File: config.mk
export PLATFORM = sky130hd
export DESIGN_NAME = tcp_flow_port_classifier
export DESIGN_NICKNAME = d
export VERILOG_FILES = /design/src/hw/rtl/tfpc_pkg.sv /design/src/hw/rtl/tfpc_port_cam.sv /design/src/hw/rtl/tcp_flow_port_classifier.sv
export VERILOG_INCLUDE_DIRS = /design/src /design/src/hw/rtl
export SDC_FILE = /design/constraint.sdc
export NUM_CORES = 1
export LEC_CHECK = 0
export BUFFER_PORTS_ARGS = -buffer_cell sky130_fd_sc_hd__buf_2
export CAP_MARGIN = 20
export CORE_MARGIN = 1.5
export CORE_UTILIZATION = 45
export CTS_BUF_LIST = sky130_fd_sc_hd__clkbuf_16
export DETAILED_ROUTE_END_ITERATION = 10
export PLACE_DENSITY = 0.69
export SYNTH_ARGS = -nofsm -noshare
export SYNTH_HDL_FRONTEND = slang
export SYNTH_HIERARCHICAL = 1
export SYNTH_SLANG_ARGS = --single-unit
File: constraint.sdc
create_clock -name clock -period 4.1 [get_ports clock]
set_input_delay 0.82 -clock clock [delete_from_list [all_inputs] [get_ports clock]]
set_output_delay 0.82 -clock clock [all_outputs]
set_load 0.02 [all_outputs]
File: src/hw/rtl/tcp_flow_port_classifier_assert.svh
// Assertion macros shared by the classifier RTL.
`ifndef TCP_FLOW_PORT_CLASSIFIER_ASSERT_SVH
`define TCP_FLOW_PORT_CLASSIFIER_ASSERT_SVH

// Same-cycle implication, checked outside reset.
`define TFPC_ASSERT_NOW(label, clk, rst, ante, cons, msg) \
   label: assert property (@(posedge clk) disable iff (rst) (ante) |-> (cons)) \
      else $error(msg);

// Next-cycle implication, checked outside reset.
`define TFPC_ASSERT_NEXT(label, clk, rst, ante, cons, msg) \
   label: assert property (@(posedge clk) disable iff (rst) (ante) |=> (cons)) \
      else $error(msg);

`endif

File: src/hw/rtl/tfpc_pkg.sv
`timescale 1ns / 1ps

package tfpc_pkg;

   localparam int PORT_INDEX_W = 5;

   typedef enum logic [0:0] {
      CSR_SOURCE_ADDRESS      = 1'b0,
      CSR_DESTINATION_ADDRESS = 1'b1
   } csr_index_type;

   localparam logic [31:0] SOURCE_ADDRESS_RESET      = 32'hAC1B_9997;
   localparam logic [31:0] DESTINATION_ADDRESS_RESET = 32'h72D4_5010;

   localparam logic [7:0] ETHERTYPE_HI = 8'h08;
   localparam logic [7:0] ETHERTYPE_LO = 8'h00;
   localparam logic [7:0] IP_PROTO_TCP = 8'h06;
   localparam logic [6:0] BASE_HDR_LEN = 7'd34;

   localparam logic [15:0] POS_ETYPE_HI = 16'd12;
   localparam logic [15:0] POS_ETYPE_LO = 16'd13;
   localparam logic [15:0] POS_PROTO    = 16'd23;
   localparam logic [15:0] POS_SRC_0    = 16'd26;
   localparam logic [15:0] POS_SRC_1    = 16'd27;
   localparam logic [15:0] POS_SRC_2    = 16'd28;
   localparam logic [15:0] POS_SRC_3    = 16'd29;
   localparam logic [15:0] POS_DST_0    = 16'd30;
   localparam logic [15:0] POS_DST_1    = 16'd31;
   localparam logic [15:0] POS_DST_2    = 16'd32;
   localparam logic [15:0] POS_DST_3    = 16'd33;
   localparam logic [15:0] POS_PORT_HI  = 16'd36;
   localparam logic [15:0] POS_PORT_LO  = 16'd37;
   localparam logic [15:0] POS_OFFSET   = 16'd46;
   localparam logic [15:0] POS_MAX      = 16'hFFFF;

   typedef struct packed {
      logic        lookup;
      logic        clear;
      logic [15:0] port;
   } cam_req_type;

   typedef struct packed {
      logic                    new_port;
      logic                    table_full;
      logic [PORT_INDEX_W-1:0] port_index;
   } cam_rsp_type;

endpackage

File: src/hw/rtl/tfpc_port_cam.sv
`timescale 1ns / 1ps

`include "tcp_flow_port_classifier_assert.svh"

module tfpc_port_cam #(
   parameter int TABLE_DEPTH = 32
) (
   input  logic                 clock,
   input  logic                 reset,
   input  tfpc_pkg::cam_req_type cam_req,
   output tfpc_pkg::cam_rsp_type cam_rsp
);
   import tfpc_pkg::*;

   localparam int IDX_W = (TABLE_DEPTH > 1) ? $clog2(TABLE_DEPTH) : 1;
   localparam int CNT_W = $clog2(TABLE_DEPTH + 1);
   localparam logic [CNT_W-1:0] DEPTH_CNT = CNT_W'(TABLE_DEPTH);

   logic [15:0]      table_ff [TABLE_DEPTH];
   logic [CNT_W-1:0] entry_count_ff;
   logic [CNT_W-1:0] entry_count_in;

   logic [TABLE_DEPTH-1:0] hit_vec;
   logic                   hit;
   logic [IDX_W-1:0]       hit_idx;
   logic                   full;
   logic                   insert;
   logic [IDX_W-1:0]       index;
   logic [IDX_W+PORT_INDEX_W-1:0] index_ext;

   always_comb begin
      for (int i = 0; i < TABLE_DEPTH; i++) begin
         hit_vec[i] = (CNT_W'(i) < entry_count_ff) && (table_ff[i] == cam_req.port);
      end
   end

   always_comb begin
      hit_idx = '0;
      for (int i = TABLE_DEPTH - 1; i >= 0; i--) begin
         if (hit_vec[i]) begin
            hit_idx = IDX_W'(i);
         end
      end
   end

   assign hit    = |hit_vec;
   assign full   = (entry_count_ff == DEPTH_CNT);
   assign insert = cam_req.lookup && !hit && !full;

   always_comb begin
      if (hit) begin
         index = hit_idx;
      end else if (!full) begin
         index = entry_count_ff[IDX_W-1:0];
      end else begin
         index = '0;
      end
   end

   assign index_ext          = {{PORT_INDEX_W{1'b0}}, index};
   assign cam_rsp.port_index = index_ext[PORT_INDEX_W-1:0];
   assign cam_rsp.new_port   = !hit && !full;
   assign cam_rsp.table_full = !hit && full;

   always_comb begin
      entry_count_in = entry_count_ff;
      if (cam_req.clear) begin
         entry_count_in = '0;
      end else if (insert) begin
         entry_count_in = entry_count_ff + CNT_W'(1);
      end
   end

   always_ff @(posedge clock) begin
      if (reset) begin
         entry_count_ff <= '0;
      end else begin
         entry_count_ff <= entry_count_in;
      end
   end

   always_ff @(posedge clock) begin
      if (insert) begin
         table_ff[entry_count_ff[IDX_W-1:0]] <= cam_req.port;
      end
   end

   `TFPC_ASSERT_NOW(a_count_bound, clock, reset, 1'b1, entry_count_ff <= DEPTH_CNT, "entry count past depth")
   `TFPC_ASSERT_NEXT(a_clear_empties, clock, reset, cam_req.clear, entry_count_ff == '0, "clear left entries")
   `TFPC_ASSERT_NEXT(a_insert_grows, clock, reset, insert, entry_count_ff == $past(entry_count_ff) + CNT_W'(1), "insert did not grow table")

endmodule

File: src/hw/rtl/tcp_flow_port_classifier.sv
`timescale 1ns / 1ps
// A frame's last byte passes the input register, then its result the result register.
// Throughput: one word per cycle unless stalled; lookup and append finish in that cycle.
// While a result waits on rsp_ready, bytes that end no frame still advance;
// a frame end waits in the input register until the result leaves; clears still advance.
// Reset (synchronous, active high): empty port table, frame state cleared,
// address registers back to their defaults. No clearing pass is needed.

`include "tcp_flow_port_classifier_assert.svh"

module tcp_flow_port_classifier #(
   parameter int TABLE_DEPTH = 32
) (
   input  logic                   clock,
   input  logic                   reset,
   input  logic                   csr_write_enable,
   input  tfpc_pkg::csr_index_type csr_index,
   input  logic [31:0]            csr_write_data,
   input  logic                   req_valid,
   output logic                   req_ready,
   input  logic                   req_cmd,
   input  logic [7:0]             req_frame_byte,
   input  logic                   req_frame_end,
   input  logic [15:0]            req_frame_length,
   output logic                   rsp_valid,
   input  logic                   rsp_ready,
   output logic                   rsp_matched,
   output logic                   rsp_new_port,
   output logic [4:0]             rsp_port_index,
   output logic [15:0]            rsp_dst_port,
   output logic [15:0]            rsp_payload_length,
   output logic                   rsp_table_full
);
   import tfpc_pkg::*;

   logic [31:0] src_addr_ff;
   logic [31:0] dst_addr_ff;

   logic        s1_valid_ff;
   logic        s1_cmd_ff;
   logic [7:0]  s1_byte_ff;
   logic        s1_end_ff;
   logic [15:0] s1_length_ff;

   logic [15:0] pos_ff;
   logic        header_ok_ff;
   logic [15:0] port_ff;
   logic [7:0]  offset_ff;
   logic [15:0] port_in;
   logic [7:0]  offset_in;
   logic        byte_ok;

   logic        rsp_valid_ff;
   logic        matched_ff;
   logic        new_port_ff;
   logic [4:0]  port_index_ff;
   logic [15:0] dst_port_ff;
   logic [15:0] payload_ff;
   logic        table_full_ff;

   logic        s1_emits;
   logic        s1_advance;
   logic        frame_byte_go;
   logic        frame_match;
   logic [7:0]  offset_eff;
   logic [6:0]  sub_len;
   logic [15:0] payload_len;

   cam_req_type cam_req;
   cam_rsp_type cam_rsp;

   always_ff @(posedge clock) begin
      if (reset) begin
         src_addr_ff <= SOURCE_ADDRESS_RESET;
         dst_addr_ff <= DESTINATION_ADDRESS_RESET;
      end else if (csr_write_enable) begin
         unique case (csr_index)
            CSR_SOURCE_ADDRESS:      src_addr_ff <= csr_write_data;
            CSR_DESTINATION_ADDRESS: dst_addr_ff <= csr_write_data;
            default: ;
         endcase
      end
   end

   assign s1_emits      = s1_valid_ff && !s1_cmd_ff && s1_end_ff;
   assign s1_advance    = s1_valid_ff && (!s1_emits || !rsp_valid_ff || rsp_ready);
   assign req_ready     = !s1_valid_ff || s1_advance;
   assign frame_byte_go = s1_advance && !s1_cmd_ff;

   // input register
   always_ff @(posedge clock) begin
      if (reset) begin
         s1_valid_ff <= 1'b0;
      end else if (req_ready) begin
         s1_valid_ff <= req_valid;
      end
   end

   always_ff @(posedge clock) begin
      if (req_valid && req_ready) begin
         s1_cmd_ff    <= req_cmd;
         s1_byte_ff   <= req_frame_byte;
         s1_end_ff    <= req_frame_end;
         s1_length_ff <= req_frame_length;
      end
   end

   // header checks and field capture
   always_comb begin
      byte_ok   = 1'b1;
      port_in   = port_ff;
      offset_in = offset_ff;
      unique case (pos_ff)
         POS_ETYPE_HI: byte_ok = (s1_byte_ff == ETHERTYPE_HI);
         POS_ETYPE_LO: byte_ok = (s1_byte_ff == ETHERTYPE_LO);
         POS_PROTO:    byte_ok = (s1_byte_ff == IP_PROTO_TCP);
         POS_SRC_0:    byte_ok = (s1_byte_ff == src_addr_ff[31:24]);
         POS_SRC_1:    byte_ok = (s1_byte_ff == src_addr_ff[23:16]);
         POS_SRC_2:    byte_ok = (s1_byte_ff == src_addr_ff[15:8]);
         POS_SRC_3:    byte_ok = (s1_byte_ff == src_addr_ff[7:0]);
         POS_DST_0:    byte_ok = (s1_byte_ff == dst_addr_ff[31:24]);
         POS_DST_1:    byte_ok = (s1_byte_ff == dst_addr_ff[23:16]);
         POS_DST_2:    byte_ok = (s1_byte_ff == dst_addr_ff[15:8]);
         POS_DST_3:    byte_ok = (s1_byte_ff == dst_addr_ff[7:0]);
         POS_PORT_HI:  port_in = {s1_byte_ff, port_ff[7:0]};
         POS_PORT_LO:  port_in = {port_ff[15:8], s1_byte_ff};
         POS_OFFSET:   offset_in = s1_byte_ff;
         default: ;
      endcase
   end

   always_ff @(posedge clock) begin
      if (reset) begin
         pos_ff       <= '0;
         header_ok_ff <= 1'b1;
         port_ff      <= '0;
         offset_ff    <= '0;
      end else if (frame_byte_go) begin
         if (s1_end_ff) begin
            pos_ff       <= '0;
            header_ok_ff <= 1'b1;
            port_ff      <= '0;
            offset_ff    <= '0;
         end else begin
            if (pos_ff != POS_MAX) begin
               pos_ff <= pos_ff + 16'd1;
            end
            header_ok_ff <= header_ok_ff && byte_ok;
            port_ff      <= port_in;
            offset_ff    <= offset_in;
         end
      end
   end

   assign frame_match = header_ok_ff && (pos_ff >= POS_OFFSET);
   assign offset_eff  = offset_in;
   assign sub_len     = {1'b0, offset_eff[7:4], 2'b00} + BASE_HDR_LEN;
   assign payload_len = (s1_length_ff > 16'(sub_len)) ? (s1_length_ff - 16'(sub_len)) : '0;

   assign cam_req.lookup = s1_advance && s1_emits && frame_match;
   assign cam_req.clear  = s1_advance && s1_cmd_ff;
   assign cam_req.port   = port_ff;

   tfpc_port_cam #(
      .TABLE_DEPTH(TABLE_DEPTH)
   ) u_port_cam (
      .clock   (clock),
      .reset   (reset),
      .cam_req (cam_req),
      .cam_rsp (cam_rsp)
   );

   // result register
   always_ff @(posedge clock) begin
      if (reset) begin
         rsp_valid_ff <= 1'b0;
      end else if (s1_advance && s1_emits) begin
         rsp_valid_ff <= 1'b1;
      end else if (rsp_ready) begin
         rsp_valid_ff <= 1'b0;
      end
   end

   always_ff @(posedge clock) begin
      if (s1_advance && s1_emits) begin
         matched_ff    <= frame_match;
         new_port_ff   <= frame_match && cam_rsp.new_port;
         port_index_ff <= frame_match ? cam_rsp.port_index : '0;
         dst_port_ff   <= frame_match ? port_ff : '0;
         payload_ff    <= frame_match ? payload_len : '0;
         table_full_ff <= frame_match && cam_rsp.table_full;
      end
   end

   assign rsp_valid          = rsp_valid_ff;
   assign rsp_matched        = matched_ff;
   assign rsp_new_port       = new_port_ff;
   assign rsp_port_index     = port_index_ff;
   assign rsp_dst_port       = dst_port_ff;
   assign rsp_payload_length = payload_ff;
   assign rsp_table_full     = table_full_ff;

   `TFPC_ASSERT_NOW(a_unmatched_zero, clock, reset, rsp_valid_ff && !matched_ff, (dst_port_ff == '0) && (payload_ff == '0) && !new_port_ff && !table_full_ff, "unmatched word has nonzero fields")
   `TFPC_ASSERT_NOW(a_new_or_full, clock, reset, rsp_valid_ff, !(new_port_ff && table_full_ff), "new port and full together")
   `TFPC_ASSERT_NEXT(a_frame_restart, clock, reset, frame_byte_go && s1_end_ff, (pos_ff == '0) && header_ok_ff, "frame state not restarted")

endmodule
=== Word level (Yosys, flattened, before mapping) ===
Memory sizes are Yosys's and may differ from the RTL's.
Index checks and enable logic that the tools add are counted.

* Memories: 1
* Latch bits: 0
* Input bits: 64
* Memory bits (writable): 512
* Memory bits (read-only): 0
* Register bits after elaboration: 175
* Output and inout port bits: 42

* Bitwise logic cells: 1
* Multipliers: 0
* Shift-type cells: 0
* $add $sub $neg: 4
* Reductions and logical operators: 70
* Order comparisons: 34
* Div/mod/pow operators: 0
* Multiplexer cells: 46
* Eq/ne operators: 60

{| class="wikitable"
|+ Memory list
! memory !! words !! bits a word !! read ports !! clocked after memory_dff !! write ports !! line !! text
|-
| u_port_cam.table_ff || 32 || 16 || 32 || 0 || 1 || tfpc_port_cam.sv:19 || <nowiki>logic [15:0] table_ff [TABLE_DEPTH];</nowiki>
|}

{| class="wikitable"
|+ Operators with widths
! cell !! number
|-
| $eq A16 B16 Y1 || 32
|-
| $mux W5 || 34
|-
| $eq A16 B5 Y1 const B || 7
|-
| $lt A5 B6 Y1 const A || 16
|-
| $eq A16 B6 Y1 const B || 5
|-
| $eq A8 B8 Y1 || 8
|-
| $logic_and A1 B1 Y1 || 48
|-
| $lt A4 B6 Y1 const A || 8
|-
| $mux W16 || 3
|-
| $eq A16 B4 Y1 const B || 2
|-
| $pmux W16 S2 || 1
|-
| $reduce_or A32 Y1 || 1
|-
| $lt A3 B6 Y1 const A || 4
|-
| $add A16 B1 Y16 const B || 1
|-
| $ge A16 B6 Y1 const B || 1
|-
| $gt A16 B7 Y1 || 1
|-
| $mux W8 || 2
|-
| $ne A16 B16 Y1 const B || 1
|-
| $sub A16 B7 Y16 || 1
|-
| $lt A1 B6 Y1 const A || 2
|-
| $lt A2 B6 Y1 const A || 2
|-
| $pmux W1 S11 || 1
|-
| $eq A8 B3 Y1 const B || 1
|-
| $eq A8 B4 Y1 const B || 1
|-
| other kinds (13) || 32
|}

=== Longest topological paths before layout ===
An unclocked memory read counts as a cell.

* Depth in word-level cells: 36
* Depth in mapped cells: 16
* Depth with buffers taken out: 13

=== Cells and area by module ===
Netlist, hierarchy kept.

{| class="wikitable"
|+ Modules (own cells, without submodules)
! module !! cells each !! times used !! sequential area each (um^2) !! area an instance (um^2)
|-
| tfpc_port_cam || 1570 || 1 || 15494.9 || 23374.9
|-
| tcp_flow_port_classifier || 764 || 1 || 4043.9 || 7437.1
|}

=== Worst setup path after synthesis ===
Ideal clock, no wire load.

* Path type: register -> register
* From: register port_ff[5]
* To: memory u_port_cam.table_ff[27][0] (enable)
* Required time: 3691 ps
* Setup time: 409 ps
* Path buffers: 4
* Arrival time: 3831 ps
* Setup slack: -140 ps
* Cell stages (with the launch flop): 13
* Cell sequence: dfxtp_1 buf_2 buf_4 buf_4 xor2_1 nor3_1 nand3_1 nand4b_1 nor4b_2 and4_1 clkbuf_1 nand2_1 nor3_1

* Longest elaborated chain between the ends: 8
* Elaborated cells between the ends (all ways): 70

{| class="wikitable"
|+ Ends and longest elaborated chain
! element !! line !! text
|-
| from (decl) || tcp_flow_port_classifier.sv:47 || <nowiki>logic [15:0] port_ff;</nowiki>
|-
| from (signal assigned) || tcp_flow_port_classifier.sv:149 || <nowiki>port_ff <= port_in;</nowiki>
|-
| $eq A16 B16 Y1 || tfpc_port_cam.sv:33 || <nowiki>hit_vec[i] = (CNT_W'(i) < entry_count_ff) && (table_ff[i] == cam_req.port);</nowiki>
|-
| $logic_and A1 B1 Y1 || tfpc_port_cam.sv:33 ||
|-
| $reduce_or A32 Y1 (*) || tfpc_port_cam.sv:46 || <nowiki>assign hit = |hit_vec;</nowiki>
|-
| $logic_not A1 Y1 (*) || tfpc_port_cam.sv:48 || <nowiki>assign insert = cam_req.lookup && !hit && !full;</nowiki>
|-
| $logic_and A1 B1 Y1 (*) (2 in series) || tfpc_port_cam.sv:48 ||
|-
| $mux W1 (*) || tfpc_port_cam.sv:83 || <nowiki>if (insert) begin</nowiki>
|-
| $mux W1 (implied by the code) (*) || tfpc_port_cam.sv:84 || <nowiki>table_ff[entry_count_ff[IDX_W-1:0]] <= cam_req.port;</nowiki>
|-
| to (decl) || tfpc_port_cam.sv:19 ||
|}

Every way passes the cells marked *; elsewhere a longest branch is shown, timed or not.

==> results summary <==
The total detailed-routing wirelength came out at 73.9 mm. The clock tree synthesis step divided the H-tree into 3 levels. The clock period minus worst slack is 4010 ps.

Synthesis produced a netlist with a net count of 2413. The total area of sequential cells came out at 19600 sq um. The post-synthesis cell type count came out at 90. The hold violation total from the final report came out at 0.

After synthesis, the most frequently instantiated cells are edfxtp_1, xor2_1, xnor2_1, nand2_1, dfxtp_1. The starting DRC count in detailed routing is 1781. Final hold analysis gives a worst-case slack of 358 ps. The hold-critical path depth is 1. The worst hold path startpoint is req_frame_byte[6]. The critical path data required time came out at 4470 ps. At the later pin of the worst-skew pair, clock insertion delay measures 640 ps.

Derived from the worst setup path, the maximum achievable clock frequency is 250 MHz. For met3 alone, demand over resource in global routing was 3.17%. The critical path is of the reg2reg type.

The combinational power share is 2.4%. The setup check on the worst reg-to-reg path leaves a slack of 90 ps. The met1 routing resource usage after global routing came out at 29.0%. The congestion estimate from routability-driven global placement came to 0.940.

By instance count, the leading cell after synthesis is edfxtp_1. The top-area cell type share of the netlist area came out at 56.3%. The worst register-to-register path ends at rsp_port_index[2]. TritonCTS built the clock tree.

The cell sitting at the root of the clock tree is a clkbuf_16. The post-synthesis instance area is 30800 sq um. The placed standard-cell area is 33400 sq um. The first global-routing pass estimated 114 mm of wire. The path with the worst hold slack has its endpoint at s1_byte_ff[6]. The post-detailed-route count of antenna-violating nets came out at 0. The sum of negative setup slack came out at 0 ps. Ranked by total cell area, the synthesized netlist is headed by edfxtp_1, xor2_1, xnor2_1. The part of the Yosys area used for sequential elements came out at 63.4%. Counting flops and latches in the post-synthesis netlist gives 687. Using the TritonRoute via totals, the vias-per-cell ratio works out to 5.60.

The flow ran to the end, and the final reports show no timing, DRC or antenna violations. The share of total power consumed by net switching came out at 20.9%. The startpoint identified for the worst register-to-register timing path is port_ff[2]. The floorplan step set the die width to 265 um. The count of clock tree sinks came out at 687. The maximum cell stage delay along the critical path came out at 720 ps.

The fraction of power consumed by sequential logic came out at 52.5%. The largest net degree at the start of global routing is 40. The detail-routed net length per standard cell came out at 21.3 um. The internal portion of total power is 11400 uW.

The cell with the largest stage delay on the worst path is nor3_1. Summing internal, switching and leakage power gives 14400 uW. The cts-stage hold buffer count is 0. The number of cells after detailed placement is 3338.

Setup repair after global routing left no endpoint under its margin. The detailed-router iteration count before antenna repair came out at 5. The layout filler cell count is 5546. The final setup violation count came out at 0. The post-detailed-route DRC marker count came out at 0. The relative max-transition margin is 42.5%. The initial standard-cell utilization of the core came out at 45.6%. The total leakage power came out at 0.0149 uW. met2 is the most crowded layer. In the global route stage, met2 resource usage came out at 35.0%. The number of maximum-capacitance violations is 0.

Dividing the final minimum period by the clock period gives 97.7%. The number of antenna violations at the first check in global routing came to 1. The area of all placed cells without fillers is 35800 sq um.

The worst-margin pin slew came out at 855 ps. The number of enable-type register cells in the synthesized netlist came out at 578. The clock network burns 45.1% of the power. The number of buffers added for setup after CTS came out at 0. Relative to the synthesized area, the layout overhead comes to 16.3%. The final max-slew violation count came out at 0. The critical path goes through buf_4, xor2_1, nor4_1, nand3_1, nor3_1, nor4_1, a211oi_1, o21ai_0, a2111oi_0, o2bb2ai_1, and2_1. The area of combinational cells with multiple inputs came out at 10500 sq um. The largest buffer count on any clock path came out at 3. Summed over all nets, the switching power comes to 3010 uW. The aggregate global-route resource usage is 21.1%. The worst endpoint data arrival time is 4380 ps. The maximum ir drop on the vdd rail came out at 0.300 mV.

The number of cell rows came out at 95. The most used flip-flop cell after synthesis is edfxtp_1. After clock tree synthesis, the clock-pin slew on the worst setup and hold paths is 60 ps. The number of warnings reported in the yosys synthesis log came out at 6. By instance count, the cell type seen most on the critical path is nor4_1.

The total number of nets in the final design came out at 2621. The CTS buffer count is 74. The total of cells resized after clock tree synthesis is 0. The biggest area contributor in the post-synthesis netlist is edfxtp_1. The number of global-route vias before repair came out at 19.3k. The height of the chip is 265 um. The die covers 70100 sq um.

The share of final-layout standard cells stronger than drive strength 1 is 16.3%. For this design the ratio of total power to cell area is 403 nW/um^2. The number of input and output port buffers inserted is 105.

For this design the top-level I/O count stands at 106. The area of the placeable core came out at 67500 sq um. The via count is 19.4k. The worst hold path class is in2reg. In the synthesized netlist, the number of instances is 2334. Broken down by cell family, the worst path's largest delay share belongs to simple AND/OR/NAND/NOR gates. The depth of the most critical reg-to-reg path came out at 11.

The worst setup path is captured at a flop. The number of diodes added for antenna fixing came out at 0. The total buffers and inverters traversed by the critical path is 1. Dividing the synthesized area by the synthesized cell count gives 13.2 sq um.

The clock tree skew after final layout is 28.6 ps. Of all flip-flops after synthesis, the portion carrying an async set or reset was 0%. STA classifies the critical path startpoint as a flop. The placed wire-length estimate after detailed placement came out at 48.2 mm. The final non-filler cell total is 3472. The total overflow reported by the global router came out at 0. The maximum fanout count along the critical path is 18.
## cells by family after synthesis
kind of cell    synth area share, %
mux                           0.268
xor+xnor                       15.5
compound gates                 4.29
flops                          63.4
simple gates                   13.2
buf+inv                        2.71
fa+ha+maj                     0.633
## layout make-up
type                            instances  share of cell area [%]
Inverter                               23                   0.241
Sequential cell                       687                    54.7
Timing Repair Buffer                  256                    6.17
Multi-Input combinational cell       1500                    29.2
Clock inverter                         59                    1.48
Tap cell                              873                    3.05
Clock buffer                           74                    5.17
## how the worst max path moves through the flow
| stage | from | end | slack, ps | cells after the start |
|---|---|---|---|---|
| CTS | pos_ff[11] | rsp_payload_length[14] | 230 | 13 |
| finish | port_ff[2] | rsp_port_index[2] | 90 | 11 |
| floorplan | port_ff[5] | u_port_cam/table_ff[27][0] | -140 | 12 |
| global placement | pos_ff[11] | rsp_payload_length[14] | 390 | 13 |
| global route | pos_ff[11] | rsp_payload_length[15] | 5 | 13 |
| detailed placement | pos_ff[11] | rsp_payload_length[14] | 240 | 13 |
## stage by stage
step	setup WS, ps	util, %
finish	95.0	53.1
global route	5.16	53.1
CTS	227	53.0
detailed placement	243	49.5
global placement	386	49.5
floorplan	-140	-
## placed cells by master, fill, tap and decap left out, types with 30 or more instances in the layout
| master | count |
|---|---|
| nand3_1 | 63 |
| clkbuf_16 | 74 |
| nor4_1 | 80 |
| buf_2 | 105 |
| xor2_1 | 277 |
| edfxtp_1 | 578 |
| nand2_1 | 192 |
| xnor2_1 | 264 |
| nand4_1 | 83 |
| buf_12 | 41 |
| nor3_1 | 39 |
| a21oi_1 | 75 |
| nor2_1 | 71 |
| nand3b_1 | 30 |
| inv_1 | 36 |
| and3_1 | 40 |
| buf_4 | 108 |
| dfxtp_1 | 93 |
## power by group through the flow
stage               Sequential (uW)  Clock [uW]  Combinational, uW
detailed placement             7730           0                339
floorplan                      7730           0                200
CTS                            7580        6640                341
finish                         7580        6520                345
global placement               7720           0                329
global route                   7580        6910                378
## state kept, by name (all words and copies together), names as in the netlist
register                   cells
u_port_cam/table_ff          512
dst_addr_ff                   32
src_addr_ff                   32
port_ff                       16
pos_ff                        16
rsp_dst_port                  16
rsp_payload_length            16
s1_length_ff                  16
s1_byte_ff                     8
u_port_cam/entry_count_ff      6
rsp_port_index                 5
offset_ff                      4
header_ok_ff                   1
rsp_matched                    1
rsp_new_port                   1
rsp_table_full                 1
rsp_valid                      1
s1_cmd_ff                      1
s1_end_ff                      1
s1_valid_ff                    1
## metal layers
metal	vias up	part of all wire, %	wire (um)
met2	625	48	35600
met3	109	5.6	4140
met4	0	1.9	1390
li1	8950	-	-
met5	-	0	0
met1	9753	44	32700
Note: power is estimated with default switching activity, not from simulation.
